$ cat config.mk
export PLATFORM = sky130hd
export DESIGN_NAME = clock_sweep_buffer_replacement
export DESIGN_NICKNAME = d
export VERILOG_FILES = /design/src/sv/csbr_pkg.sv /design/src/sv/csbr_frame_mem.sv /design/src/sv/csbr_ctrl.sv /design/src/sv/clock_sweep_buffer_replacement.sv
export SDC_FILE = /design/constraint.sdc
export NUM_CORES = 2
export LEC_CHECK = 0
export ABC_AREA = 1
export BUFFER_PORTS_ARGS = -buffer_cell sky130_fd_sc_hd__buf_2
export CAP_MARGIN = 30
export CORE_MARGIN = 1.5
export CORE_UTILIZATION = 50
export DETAILED_ROUTE_END_ITERATION = 10
export PLACE_DENSITY = 0.67
export SLEW_MARGIN = 20
export SYNTH_ARGS = -nofsm -noshare
export SYNTH_HDL_FRONTEND = slang
export SYNTH_HIERARCHICAL = 1
export SYNTH_SLANG_ARGS = --single-unit
$ cat constraint.sdc
create_clock -name clk -period 7.8 [get_ports clk]
set_input_delay 2.34 -clock clk [delete_from_list [all_inputs] [get_ports clk]]
set_output_delay 2.34 -clock clk [all_outputs]
set_load 0.01 [all_outputs]
$ cat src/sv/csbr_pkg.sv
// Package for the clock-sweep buffer replacement block.
// Types, constants and status codes shared by all modules.
package csbr_pkg;
    localparam int FRAMES_DEF = 64;
    localparam int PAGE_W     = 32;
    localparam int USE_W      = 4;
    localparam int IDX_OUT_W  = 6;
    localparam logic [USE_W-1:0] MAX_USAGE_RST = 4'd5;

    typedef enum logic [1:0] {
        OP_FETCH = 2'd0,
        OP_PIN   = 2'd1,
        OP_UNPIN = 2'd2,
        OP_NOP   = 2'd3
    } opcode_t;

    typedef enum logic [2:0] {
        ST_HIT      = 3'd0,
        ST_MISS_NEW = 3'd1,
        ST_MISS_EV  = 3'd2,
        ST_ALL_PIN  = 3'd3,
        ST_PIN_DONE = 3'd4,
        ST_ABSENT   = 3'd5
    } status_t;

    typedef enum logic [2:0] {
        S_IDLE,
        S_SCAN,
        S_SCAN_LAST,
        S_SWEEP,
        S_SWEEP_WAIT,
        S_OUT
    } state_t;
endpackage

$ cat src/sv/csbr_frame_mem.sv
// Frame table: page memory plus per-frame usage memory.
// Both memories have registered reads; valid and pin bits are flops.
module csbr_frame_mem #(
    parameter int FRAMES = csbr_pkg::FRAMES_DEF,
    parameter int IW = $clog2(FRAMES)
) (
    input  logic                        clk,
    input  logic                        rst_n,
    input  logic [IW-1:0]               rd_addr,
    output logic [csbr_pkg::PAGE_W-1:0] rd_page,
    output logic [csbr_pkg::USE_W-1:0]  rd_usage,
    output logic                        rd_valid,
    output logic                        rd_pinned,
    input  logic                        pg_we,
    input  logic [IW-1:0]               pg_addr,
    input  logic [csbr_pkg::PAGE_W-1:0] pg_data,
    input  logic                        us_we,
    input  logic [IW-1:0]               us_addr,
    input  logic [csbr_pkg::USE_W-1:0]  us_data,
    input  logic                        pin_we,
    input  logic [IW-1:0]               pin_addr,
    input  logic                        pin_data,
    output logic [FRAMES-1:0]           pinned_all
);
    import csbr_pkg::*;

    logic [PAGE_W-1:0] page_mem [FRAMES];
    logic [USE_W-1:0]  use_mem  [FRAMES];
    logic [FRAMES-1:0] valid_reg;
    logic [FRAMES-1:0] pin_reg;
    logic [FRAMES-1:0] use_ok_reg;
    logic [USE_W-1:0]  use_q;
    logic              use_ok_q;

    always_ff @(posedge clk)
    begin
        if (pg_we)
        begin
            page_mem[pg_addr] <= pg_data;
        end
        if (us_we)
        begin
            use_mem[us_addr] <= us_data;
        end
        rd_page <= page_mem[rd_addr];
        use_q   <= use_mem[rd_addr];
    end

    always_ff @(posedge clk or negedge rst_n)
    begin
        if (!rst_n)
        begin
            valid_reg  <= '0;
            pin_reg    <= '0;
            use_ok_reg <= '0;
            rd_valid   <= 1'b0;
            rd_pinned  <= 1'b0;
            use_ok_q   <= 1'b0;
        end
        else
        begin
            if (pg_we)
            begin
                valid_reg[pg_addr] <= 1'b1;
            end
            if (us_we)
            begin
                use_ok_reg[us_addr] <= 1'b1;
            end
            if (pin_we)
            begin
                pin_reg[pin_addr] <= pin_data;
            end
            rd_valid  <= valid_reg[rd_addr];
            rd_pinned <= pin_reg[rd_addr];
            use_ok_q  <= use_ok_reg[rd_addr];
        end
    end

    assign rd_usage   = use_ok_q ? use_q : '0;
    assign pinned_all = pin_reg;
endmodule

$ cat src/sv/csbr_ctrl.sv
// Request sequencer: lookup scan, clock sweep and result register.
// Depends on csbr_pkg and drives the csbr_frame_mem ports.
module csbr_ctrl #(
    parameter int FRAMES = csbr_pkg::FRAMES_DEF,
    parameter int IW = $clog2(FRAMES)
) (
    input  logic                          clk,
    input  logic                          rst_n,
    input  logic                          in_valid,
    output logic                          in_ready,
    input  logic [1:0]                    opcode,
    input  logic [csbr_pkg::PAGE_W-1:0]   page_number,
    output logic                          out_valid,
    input  logic                          out_ready,
    output logic [2:0]                    status,
    output logic [csbr_pkg::IDX_OUT_W-1:0] frame_index,
    output logic [csbr_pkg::PAGE_W-1:0]   evicted_page,
    output logic [csbr_pkg::USE_W-1:0]    usage_after,
    input  logic [csbr_pkg::USE_W-1:0]    max_usage,
    output logic [IW-1:0]                 rd_addr,
    input  logic [csbr_pkg::PAGE_W-1:0]   rd_page,
    input  logic [csbr_pkg::USE_W-1:0]    rd_usage,
    input  logic                          rd_valid,
    input  logic                          rd_pinned,
    output logic                          pg_we,
    output logic [IW-1:0]                 pg_addr,
    output logic [csbr_pkg::PAGE_W-1:0]   pg_data,
    output logic                          us_we,
    output logic [IW-1:0]                 us_addr,
    output logic [csbr_pkg::USE_W-1:0]    us_data,
    output logic                          pin_we,
    output logic [IW-1:0]                 pin_addr,
    output logic                          pin_data,
    input  logic [FRAMES-1:0]             pinned_all
);
    import csbr_pkg::*;

    localparam logic [IW-1:0] LAST = IW'(FRAMES - 1);

    state_t            state_reg, state_next;
    logic [1:0]        op_reg, op_next;
    logic [PAGE_W-1:0] page_reg, page_next;
    logic [IW-1:0]     scan_reg, scan_next;
    logic [IW-1:0]     prev_reg, prev_next;
    logic [IW-1:0]     hand_reg, hand_next;
    logic [2:0]        st_reg, st_next;
    logic [IW-1:0]     fidx_reg, fidx_next;
    logic [PAGE_W-1:0] ev_reg, ev_next;
    logic [USE_W-1:0]  use_reg, use_next;
    logic [USE_W:0]    inc;

    assign inc = {1'b0, rd_usage} + 1'b1;

    always_ff @(posedge clk or negedge rst_n)
    begin
        if (!rst_n)
        begin
            state_reg <= S_IDLE;
            hand_reg  <= '0;
        end
        else
        begin
            state_reg <= state_next;
            hand_reg  <= hand_next;
        end
    end

    always_ff @(posedge clk)
    begin
        op_reg   <= op_next;
        page_reg <= page_next;
        scan_reg <= scan_next;
        prev_reg <= prev_next;
        st_reg   <= st_next;
        fidx_reg <= fidx_next;
        ev_reg   <= ev_next;
        use_reg  <= use_next;
    end

    always_comb
    begin
        state_next = state_reg;
        op_next    = op_reg;
        page_next  = page_reg;
        scan_next  = scan_reg;
        prev_next  = prev_reg;
        hand_next  = hand_reg;
        st_next    = st_reg;
        fidx_next  = fidx_reg;
        ev_next    = ev_reg;
        use_next   = use_reg;
        in_ready   = 1'b0;
        rd_addr    = scan_reg;
        pg_we      = 1'b0;
        pg_addr    = prev_reg;
        pg_data    = page_reg;
        us_we      = 1'b0;
        us_addr    = prev_reg;
        us_data    = '0;
        pin_we     = 1'b0;
        pin_addr   = prev_reg;
        pin_data   = 1'b0;
        case (state_reg)
            S_IDLE:
            begin
                in_ready = 1'b1;
                rd_addr  = '0;
                if (in_valid)
                begin
                    op_next   = opcode;
                    page_next = page_number;
                    prev_next = '0;
                    scan_next = (FRAMES > 1) ? IW'(1) : '0;
                    st_next   = ST_ABSENT;
                    fidx_next = '0;
                    ev_next   = '0;
                    use_next  = '0;
                    state_next = (opcode == OP_NOP) ? S_OUT : S_SCAN;
                end
            end
            S_SCAN, S_SCAN_LAST:
            begin
                rd_addr = scan_reg;
                if (rd_valid && rd_page == page_reg)
                begin
                    fidx_next = prev_reg;
                    if (op_reg == OP_FETCH)
                    begin
                        st_next  = ST_HIT;
                        use_next = (inc > {1'b0, max_usage}) ? max_usage : inc[USE_W-1:0];
                        us_we    = 1'b1;
                        us_data  = use_next;
                    end
                    else
                    begin
                        st_next  = ST_PIN_DONE;
                        use_next = rd_usage;
                        pin_we   = 1'b1;
                        pin_data = (op_reg == OP_PIN);
                    end
                    state_next = S_OUT;
                end
                else if (state_reg == S_SCAN_LAST)
                begin
                    if (op_reg != OP_FETCH)
                    begin
                        state_next = S_OUT;
                    end
                    else if (&pinned_all)
                    begin
                        st_next    = ST_ALL_PIN;
                        state_next = S_OUT;
                    end
                    else
                    begin
                        rd_addr    = hand_reg;
                        state_next = S_SWEEP;
                    end
                end
                else
                begin
                    prev_next = scan_reg;
                    scan_next = (scan_reg == LAST) ? '0 : scan_reg + 1'b1;
                    if (scan_reg == LAST)
                    begin
                        state_next = S_SCAN_LAST;
                    end
                end
            end
            S_SWEEP:
            begin
                // data at rd for hand_reg available now
                if (!rd_pinned && rd_usage == '0)
                begin
                    st_next   = rd_valid ? ST_MISS_EV : ST_MISS_NEW;
                    ev_next   = rd_valid ? rd_page : '0;
                    fidx_next = hand_reg;
                    use_next  = USE_W'(1);
                    pg_we     = 1'b1;
                    pg_addr   = hand_reg;
                    us_we     = 1'b1;
                    us_addr   = hand_reg;
                    us_data   = USE_W'(1);
                    pin_we    = 1'b1;
                    pin_addr  = hand_reg;
                    pin_data  = 1'b0;
                    hand_next = (hand_reg == LAST) ? '0 : hand_reg + 1'b1;
                    state_next = S_OUT;
                end
                else
                begin
                    if (!rd_pinned)
                    begin
                        us_we   = 1'b1;
                        us_addr = hand_reg;
                        us_data = rd_usage - 1'b1;
                    end
                    hand_next  = (hand_reg == LAST) ? '0 : hand_reg + 1'b1;
                    rd_addr    = hand_next;
                    state_next = S_SWEEP;
                end
            end
            S_OUT:
            begin
                if (out_ready)
                begin
                    state_next = S_IDLE;
                end
            end
            default:
            begin
                state_next = S_IDLE;
            end
        endcase
    end

    assign out_valid    = (state_reg == S_OUT);
    assign status       = st_reg;
    assign frame_index  = IDX_OUT_W'(fidx_reg);
    assign evicted_page = ev_reg;
    assign usage_after  = use_reg;

    a_ready_idle: assert property (@(posedge clk) disable iff (!rst_n)
        in_ready |-> state_reg == S_IDLE)
        else $error("ready outside idle");
    a_hand_step: assert property (@(posedge clk) disable iff (!rst_n)
        (state_reg == S_IDLE) |=> hand_reg == $past(hand_reg))
        else $error("hand moved while idle");
    a_out_one: assert property (@(posedge clk) disable iff (!rst_n)
        (out_valid && out_ready) |=> !out_valid)
        else $error("result repeated");
endmodule

$ cat src/sv/clock_sweep_buffer_replacement.sv
// Clock-sweep buffer replacement, top level.
// A hit or pin change answers once the lookup scan reaches its frame; an absent page
// answers after the full scan, a miss after the full scan and a clock sweep; a no-op
// goes straight to the result. The lookup scan reads one frame per cycle.
// One transaction at a time; the next input is taken in the cycle after the result.
// Reset (rst_n, async) clears valid, pin and usage marks, hand and max_usage=5.
module clock_sweep_buffer_replacement #(
    parameter int FRAMES = csbr_pkg::FRAMES_DEF
) (
    input  logic        clk,
    input  logic        rst_n,
    input  logic        in_valid,
    output logic        in_ready,
    input  logic [1:0]  opcode,
    input  logic [31:0] page_number,
    output logic        out_valid,
    input  logic        out_ready,
    output logic [2:0]  status,
    output logic [5:0]  frame_index,
    output logic [31:0] evicted_page,
    output logic [3:0]  usage_after,
    input  logic        cfg_we,
    input  logic [3:0]  cfg_data
);
    import csbr_pkg::*;

    localparam int IW = $clog2(FRAMES);

    logic [USE_W-1:0]  max_usage_reg;
    logic [IW-1:0]     rd_addr, pg_addr, us_addr, pin_addr;
    logic [PAGE_W-1:0] rd_page, pg_data;
    logic [USE_W-1:0]  rd_usage, us_data;
    logic              rd_valid, rd_pinned, pg_we, us_we, pin_we, pin_data;
    logic [FRAMES-1:0] pinned_all;

    always_ff @(posedge clk or negedge rst_n)
    begin
        if (!rst_n)
        begin
            max_usage_reg <= MAX_USAGE_RST;
        end
        else if (cfg_we)
        begin
            max_usage_reg <= cfg_data;
        end
    end

    csbr_frame_mem #(.FRAMES(FRAMES), .IW(IW)) u_mem (
        .clk(clk), .rst_n(rst_n), .rd_addr(rd_addr), .rd_page(rd_page),
        .rd_usage(rd_usage), .rd_valid(rd_valid), .rd_pinned(rd_pinned),
        .pg_we(pg_we), .pg_addr(pg_addr), .pg_data(pg_data),
        .us_we(us_we), .us_addr(us_addr), .us_data(us_data),
        .pin_we(pin_we), .pin_addr(pin_addr), .pin_data(pin_data),
        .pinned_all(pinned_all)
    );

    csbr_ctrl #(.FRAMES(FRAMES), .IW(IW)) u_ctrl (
        .clk(clk), .rst_n(rst_n), .in_valid(in_valid), .in_ready(in_ready),
        .opcode(opcode), .page_number(page_number), .out_valid(out_valid),
        .out_ready(out_ready), .status(status), .frame_index(frame_index),
        .evicted_page(evicted_page), .usage_after(usage_after),
        .max_usage(max_usage_reg), .rd_addr(rd_addr), .rd_page(rd_page),
        .rd_usage(rd_usage), .rd_valid(rd_valid), .rd_pinned(rd_pinned),
        .pg_we(pg_we), .pg_addr(pg_addr), .pg_data(pg_data),
        .us_we(us_we), .us_addr(us_addr), .us_data(us_data),
        .pin_we(pin_we), .pin_addr(pin_addr), .pin_data(pin_data),
        .pinned_all(pinned_all)
    );
endmodule
==> flow_metrics.py <==
metrics = {
    "power_and_ir_drop": {
        "power_density_nw_per_um2": 471,
        "swShare_pct": 45.4,
        "peakVddDrop_mv": 0.823,
        "leakage_nw": 44.5,
        "clockPowerShare_pct": 22.8,
        "p_seq_share_pct": 30.1,
        "intPower_mw": 31.2,
        "p_comb_share_pct": 47.2,
        "p_switching_mw": 25.9,
    },
    "cells_and_area": {
        "reg.largest.list": "u_mem/page_mem (2048), u_mem/use_mem (256)",
        "mostFrequentLayoutCells": "2,980 x nand2_1, 2,395 x edfxtp_1, 2,367 x nand3_1",
        "regArea_sq_um": 77800,
        "syn2layout_area_growth_pct": 12.0,
        "num-fill-cells": 17400,
        "postLayoutCellArea_sq_um": 121000,
        "multiInputGateArea_sq_um": 27200,
        "largest_reg_flops": 2048,
        "layout_commonest_cell": "nand2_1",
        "layout-drive-gt1-share_pct": 9.93,
        "layout.nets": 9474,
        "stdcell_count": 12500,
        "regMostFlops": "u_mem/page_mem",
    },
    "global_routing": {
        "antenna_found_initial": 25,
        "grt_first_pass_wirelength_um": 487000,
        "grt_usage_pct": 30.5,
        "grt_start_max_net_pins": 221,
        "gr-total-overflow": 0,
        "grt_pass1_vias": 70700,
    },
    "yosys": {
        "synth_nets": 9453,
        "syn_inst": 9402,
        "ys.warnings.count": 6,
        "ys_types": 42,
        "ys_ff_latch": 2639,
        "avgSynthCellArea_sq_um": 11.5,
        "synth_area_sq_um": 108000,
        "ys_seq_area_share_pct": 72.0,
    },
    "placed_design": {
        "dp.final_hpwl_um": 190000,
        "postPlaceCellArea_sq_um": 112000,
        "place_congestion": 0.945,
        "io_buffers": 89,
        "dp_cells": 12000,
    },
    "route": {
        "via_per_inst": 6.06,
        "antenna_left": 0,
        "post_drt_wl_per_cell_um": 27.1,
        "vias": 75600,
        "routed_wirelength_um": 338000,
        "drcViolationCount": 0,
        "drt_iter0_markers": 11600,
        "first_pass_iters": 6,
    },
    "hold_path": {
        "hold-path-cell-count": 1,
        "hold_path_class": "flop to flop",
    },
    "clock_tree": {
        "htreeDepth": 5,
        "cts_setup_buffers": 0,
        "path_clk_slew_ns": 0.06,
        "cts_buffer_depth": 4,
        "insertion_delay_ns": 0.96,
        "cts_resized": 0,
        "clock_tree.root_cell": "clkbuf_16",
        "cts_made_buffers": 289,
        "cts_tree": "yes",
        "hold_buffers": 0,
        "cts.sink_count": 2639,
    },
    "setup_path": {
        "worst_setup_path_end_kind": "flop",
        "reg2reg_depth": 23,
        "path_class": "flop to flop",
        "arrival_ns": 7.38,
        "cp_max_fo": 220,
        "cp.required_ns": 8.67,
        "start_kind": "flop",
    },
    "sta": {
        "fmax_mhz": 154,
        "tns_ns": 0,
        "drv_slew": 0,
        "fin_crit_sh_pct": 83.5,
        "timing.final.crit_period_ns": 6.51,
        "max_slew_margin_pct": 21.9,
        "finalHoldViolCount": 0,
        "worstMarginPinSlew_ns": 1.17,
        "rsz0062_at_grt": "false",
        "setup_viol": 0,
        "finClkSkew_ns": 0.0841,
    },
    "outcome": {
        "status": "finished, final reports clean",
    },
    "flow_run": {
        "maxCapViolations": 0,
    },
    "die": {
        "fp-row-count": 170,
        "fp.dieH_um": 468,
        "dieArea_sq_um": 219000,
        "start_util_pct": 50.3,
        "coreArea_sq_um": 215000,
        "die_w_um": 468,
        "ios": 90,
    },
}
==> per-stage QoR <==
stage | hold WS, ns | power [mW] | utilization, % | worst slack (ns)
after floorplan | 0.440 | 34.9 | - | 2.66
after global placement | 0.449 | 43.4 | 52.0 | 1.61
after detailed placement | 0.452 | 43.6 | 52.2 | 1.68
after CTS | 0.466 | 56.6 | 56.3 | 1.60
after global routing | 0.471 | 59.8 | 56.4 | 1.13
final | 0.464 | 57.1 | 56.4 | 1.29
==> layout make-up <==
type                    instances  area share [%]
diodes                          8          0.0165
clock buffers                 380            6.53
clock inverters               120           0.806
inverters                     160           0.531
multi-input cells            6016            22.5
flip-flops and latches       2639            64.3
well taps                    2838            2.93
repair buffers                317            2.41
==> final timing paths <==
path | startpoint | to | slack [ns]
worst max-delay path | u_ctrl/pg_data[9] | u_mem/rd_page[5] | 1.29
worst min-delay path | u_mem/use_ok_reg[37] | u_mem/use_ok_reg[37] | 0.46
worst max register to register | u_ctrl/pg_data[9] | u_mem/rd_page[5] | 1.29
worst min register to register | u_mem/use_ok_reg[37] | u_mem/use_ok_reg[37] | 0.46
max in group asynchronous | rst_n | u_mem/valid_reg[18] | 4.98
min in group asynchronous | rst_n | u_mem/pinned_all[24] | 1.52
==> power by group through the flow <==
stage               logic (mW)  registers (mW)  clock network [mW]
floorplan                 17.5            17.5                   0
global placement          26.0            17.4                   0
detailed placement        26.2            17.4                   0
CTS                       26.3            17.1                13.1
global route              28.9            17.2                13.7
finish                    26.9            17.2                13.0
==> critical path, stage by stage, from the launching register on <==
cell,delay [ns]
edfxtp_1,0.38
buf_4,0.41
inv_1,0.10
nand2_1,0.23
nand2_1,0.08
nor3_1,0.25
nand2_1,0.11
nor2_1,0.12
nand3_2,0.35
nand2_2,0.27
nand2_1,0.08
nand3_1,0.11
nand3_4,0.51
inv_16,0.76
buf_12,0.43
buf_12,0.33
nand2_1,0.09
nand3_1,0.09
nand3_1,0.11
nand3_1,0.12
nand3_1,0.30
nand2_1,0.28
nand2_1,0.25
nand2_1,0.15
==> Yosys cell counts (all sizes together) <==
| library cell | instances | area (sq um) |
|---|---|---|
| o211ai | 5 | 37.5 |
| nor2 | 267 | 1020 |
| a31oi | 62 | 388 |
| nand4 | 16 | 100 |
| o2111ai | 2 | 17.5 |
| dfxtp | 36 | 721 |
| and3b | 1 | 8.76 |
| dfstp | 2 | 52.6 |
| a21oi | 67 | 335 |
| nand3 | 2374 | 11900 |
| mux2i | 5 | 50.1 |
| edfxtp | 2395 | 71900 |
| nor3 | 29 | 244 |
| nor4 | 2 | 12.5 |
| xor2 | 7 | 61.3 |
| clkbuf | 119 | 447 |
| nand2 | 2984 | 11200 |
| xnor2 | 6 | 52.6 |
| o22ai | 8 | 50.1 |
| o21bai | 1 | 7.51 |
| nor3b | 2 | 15.0 |
| nand3b | 5 | 37.5 |
| ha | 8 | 100 |
| clkinv | 2 | 7.51 |
| dfrtp | 206 | 5150 |
| inv | 158 | 596 |
| o21ai | 35 | 175 |
| or2 | 130 | 813 |
| buf | 468 | 2590 |
==> routing by layer <==
metal	vias up	routed length [um]	track usage (%)	part of all wire (%)
met3	743	43100	7.65	13
met5	-	90	0	0.027
li1	33000	-	-	-
met1	36900	130000	42.6	38
met4	14	14700	12.6	4.3
met2	4927	151000	45.8	44
==> logic make-up after synthesis <==
kind of cell | count (synthesis) | synth area share [%]
and+or+nand+nor | 5810 | 23.4
DFF | 2639 | 72.0
buffers and inverters | 747 | 3.37
AOI/OAI and AO/OA | 180 | 0.935
xor gates and xnor gates | 13 | 0.105
adders and majority gates | 8 | 0.0926
muxes | 5 | 0.0463
Note: power is estimated with default switching activity, not from simulation.
